[src/rtl/core/atad_buffer.sv]
// Sector buffer: one synchronous memory with registered read data, plus
// per-word written marks so that a cleared buffer reads as zero.
// Depends on nothing outside this file.
module atad_buffer #(
	parameter int WORDS = 256
) (
	input  logic                     clk,
	input  logic                     arst_n,
	input  logic                     we,
	input  logic [$clog2(WORDS)-1:0] waddr,
	input  logic [15:0]              wdata,
	input  logic                     clr,
	input  logic                     re,
	input  logic [$clog2(WORDS)-1:0] raddr,
	output logic [15:0]              rdata
);

	logic [15:0]      mem [WORDS];
	logic [WORDS-1:0] mark_q;
	logic [15:0]      rd_q;
	logic             rd_mark_q;

	// storage write
	always_ff @(posedge clk) begin
		if (we) begin
			mem[waddr] <= wdata;
		end
	end

	// registered read
	always_ff @(posedge clk) begin
		if (re) begin
			rd_q <= mem[raddr];
		end
	end

	// written marks: cleared when a buffer is opened
	always_ff @(posedge clk or negedge arst_n) begin
		if (!arst_n) begin
			mark_q    <= '0;
			rd_mark_q <= 1'b0;
		end else begin
			if (clr) begin
				mark_q <= '0;
			end else if (we) begin
				mark_q[waddr] <= 1'b1;
			end
			if (re) begin
				rd_mark_q <= mark_q[raddr];
			end
		end
	end

	assign rdata = rd_mark_q ? rd_q : 16'h0000;

endmodule

[config.mk]
export PLATFORM = sky130hd
export DESIGN_NAME = atad_buffer
export DESIGN_NICKNAME = d
export VERILOG_FILES = /design/src/rtl/core/atad_buffer.sv
export SDC_FILE = /design/constraint.sdc
export NUM_CORES = 2
export LEC_CHECK = 0
export BUFFER_PORTS_ARGS = -buffer_cell sky130_fd_sc_hd__buf_4
export CAP_MARGIN = 40
export CORE_MARGIN = 10
export CORE_UTILIZATION = 50
export DETAILED_ROUTE_END_ITERATION = 16
export HOLD_SLACK_MARGIN = 0.06
export PLACE_DENSITY = 0.71
export SYNTH_ARGS = -nofsm -noshare
export SYNTH_HDL_FRONTEND = slang
export SYNTH_SLANG_ARGS = --single-unit
[constraint.sdc]
create_clock -name clk -period 5.7 [get_ports clk]
set_input_delay 0.855 -clock clk [delete_from_list [all_inputs] [get_ports clk]]
set_output_delay 0.855 -clock clk [all_outputs]
set_load 0.02 [all_outputs]
==> metrics.txt <==
library cell with the highest instance count after synthesis=sky130_fd_sc_hd__edfxtp_1; Clock Tree Root=sky130_fd_sc_hd__clkbuf_16; Max Buffers Root-to-Sink=4; transition time of the tightest slew-check pin=1527 ps; syn avg cell area=21.89 um2; routability cong.=0.8651; Post-Syn Nets=7628; unrepaired setup endpoints after global routing=false; register bit total from synthesis=4369; initial antenna violation count=31; worst vdd rail ir drop=0.2890 mV; asr flop ratio synth=0.05882; critical path startpoint category=input port; Worst EP arrival=4920 ps; crit-path most repeated cell=sky130_fd_sc_hd__buf_4; Placed Cells incl. Taps=12062; WHS Endpoint=mem[100][10]; share of the clock period used by the worst path=0.7393; list of cells traversed by the critical path=buf_16 -> buf_4 -> buf_4 -> mux4_2 -> a22o_1 -> a221oi_1 -> o22ai_1 -> o21ai_0 -> buf_4 -> nand4_1; number of buffers created by CTS=422; worst hold path type=input port to flip-flop; area growth from synthesis to layout=13.81%; maximum number of pins on one net before global-route repair=201; number of gates resized after cts=0; startpoint of the most critical register-to-register path=mem[144][9]; Worst EP required=6400 ps; DRC errors left=0; origin of the worst min-delay path=wdata[10]; via count=84168; TritonCTS clock tree=done; count of nets after finishing=8164; number of maximum-capacitance constraint violations=0; Unique masters post-synth=44; static leakage power=60.45 nW; count of mapped cells out of synthesis=7591; Worst Hold Path Cells=1; drt first-iter violations=12206; Final Instance Count excl. Fillers=12866; final antenna-violating net count=0; WL/cell=33.62 um; synth warn=0; number of H-tree branching levels=5; Vert. Die Dim=596.5 um; hold violation total from the final report=0; Starting Density=0.5027; top cell type's share of synthesized area=0.7431; biggest area contributors in the synthesized netlist=sky130_fd_sc_hd__edfxtp_1 74%, sky130_fd_sc_hd__mux4_2 15%, sky130_fd_sc_hd__dfrtp_1 3.9%, sky130_fd_sc_hd__nor2_1 1.6%, sky130_fd_sc_hd__a22o_1 1.4%; clock skew after layout=73.49 ps; Worst path max stage delay=780 ps; Worst R2R End=rd_q[9]; fin crit period=4214 ps; overflow left after global routing=0; Total Wirelength=432500 um; source-to-sink clock delay at the later pin of the worst-skew pair=980 ps; worst-path cell with the longest stage delay=sky130_fd_sc_hd__a221oi_1; area of the core=330500 um2; Pwr per Cell Area=350.3 nW/um2; maximum net fanout on the critical path=43; most used standard cells in the synthesized netlist=4112 x sky130_fd_sc_hd__edfxtp_1, 1075 x sky130_fd_sc_hd__mux4_2, 719 x sky130_fd_sc_hd__nor2_1, 297 x sky130_fd_sc_hd__clkbuf_1; sequential element share of the synthesized area=0.7818; number of pins with negative max-slew slack in the final report=32; leading area contributor after synthesis=sky130_fd_sc_hd__edfxtp_1; total routing resource utilization after global routing=0.2389; depth of the worst register-to-register path=7; wire length of the first global-routing pass=620400 um; row count=211; clock-pin slew of the registers on the worst-case setup and hold paths=60 ps; setup_tns=0 ps; number of enable-type register cells in the synthesized netlist=4112; Critical Path End Type=flip-flop; setup-violating endpoint count in the final report=0; netlist area before placement=166200 um2; failing checks=max-slew violations; die outline area=355800 um2; fraction of final layout cells with drive strength greater than 1=0.2765; maximum frequency from static timing analysis=237.3 MHz; R2R setup slack=2400 ps; 1st-pass router iterations=9; Die X-Extent=596.5 um; run status=finished with violations; total half-perimeter wirelength after legalization and detailed placement=252100 um; IO Pins=53; Rel. slew slack=-0.01804; dominant register cell in the synthesized netlist=sky130_fd_sc_hd__edfxtp_1; number of buffers inserted by port buffering=52; number of global-route vias before repair=83980; sinks on the clock net=4369; via-per-instance ratio=6.542; WS Path Type=input port to flip-flop
-- where the power goes --
| part | total [mW] | internal [mW] | switching, mW |
|---|---|---|---|
| Combinational | 3.23 | 1.13 | 2.11 |
| Clock | 27.8 | 15.8 | 12.0 |
| Sequential | 35.2 | 35.2 | 0.0318 |
-- worst max path at each step --
stage | startpoint | to | cells after the start
after floorplan | raddr[0] | rd_q[10] | 10
after global placement | raddr[0] | rd_q[11] | 9
after detailed placement | raddr[0] | rd_q[3] | 10
after CTS | raddr[0] | rd_q[3] | 10
after global routing | raddr[0] | rd_q[3] | 10
final | raddr[0] | rd_q[3] | 10
-- per-layer routing --
metal | global-route usage | wire [um] | part of all wire
met1 | 0.3359 | 159100 | 0.37
met2 | 0.3662 | 203700 | 0.47
met3 | 0.05690 | 50990 | 0.12
met4 | 0.09343 | 18650 | 0.043
met5 | 0 | 193 | 0.00045
-- final cells by class --
type                       instances  area [um2]
fill                           23230      141400
antenna                           16       40.04
sequential                      4369      129900
clock inverter                   248        2564
timing repair buffer             582        5463
multi-input combinational       2747       34410
inverter                           5       18.77
tap                             4366        5463
clock buffer                     533       11230
-- worst max-delay path: cells and delay by family --
kind | cells | cell delay [ps]
AO/OA/AOI/OAI | 4 | 1810
buffers and inverters | 4 | 1500
AND/OR/NAND/NOR | 1 | 70
multiplexers | 1 | 560
-- sequential cells by signal, indices dropped and copies added, names as in the netlist --
| register | flops |
|---|---|
| rd_mark_q | 1 |
| mem | 4096 |
| rd_q | 16 |
| mark_q | 256 |
-- metrics by stage --
step	instance area [um2]	power (mW)	setup WS (ps)	hold slack (ps)	util
after floorplan	166200	37.48	2359	460.8	-
after global placement	174800	39.01	295.0	472.6	0.5289
after detailed placement	175200	39.10	508.2	484.6	0.5301
after CTS	189000	66.52	1523	274.9	0.5718
after global routing	189100	67.94	1429	300.9	0.5721
final	189100	66.24	1486	318.6	0.5721
-- cells by family after synthesis --
kind of cell,share of synthesized area
buf+inv,0.01196
mux,0.1479
simple gates,0.02089
compound gates,0.03742
flops,0.7818
-- repair_timing --
| item | 4_1_cts | 5_1_grt |
|---|---|---|
| buffers inserted | 0 | 0 |
| endpoints found under the hold margin | 84 | 0 |
| hold buffers | 1 | 0 |
-- cell usage in the layout (no fill, tap or decap), types with 8 or more instances in the layout --
master	n
sky130_fd_sc_hd__edfxtp_1	4112
sky130_fd_sc_hd__mux4_2	1075
sky130_fd_sc_hd__nor2_1	679
sky130_fd_sc_hd__buf_4	475
sky130_fd_sc_hd__clkbuf_16	425
sky130_fd_sc_hd__a22o_1	257
sky130_fd_sc_hd__dfrtp_1	257
sky130_fd_sc_hd__a221oi_1	256
sky130_fd_sc_hd__o22ai_1	133
sky130_fd_sc_hd__clkbuf_1	89
sky130_fd_sc_hd__clkinv_1	87
sky130_fd_sc_hd__clkinv_2	80
sky130_fd_sc_hd__o21ai_0	64
sky130_fd_sc_hd__buf_12	61
sky130_fd_sc_hd__bufinv_16	39
sky130_fd_sc_hd__nor2_2	38
sky130_fd_sc_hd__mux2i_1	33
sky130_fd_sc_hd__nand2_1	32
sky130_fd_sc_hd__o21ba_2	30
sky130_fd_sc_hd__buf_8	27
sky130_fd_sc_hd__nand4_1	26
sky130_fd_sc_hd__nand3_1	26
sky130_fd_sc_hd__clkbuf_8	19
sky130_fd_sc_hd__diode_2	16
sky130_fd_sc_hd__and2_1	16
sky130_fd_sc_hd__clkinvlp_4	13
sky130_fd_sc_hd__nor2b_1	12
sky130_fd_sc_hd__o221ai_1	10
sky130_fd_sc_hd__clkinv_16	10
sky130_fd_sc_hd__buf_2	9
sky130_fd_sc_hd__inv_6	8
Power figures use the tool's default switching activity.
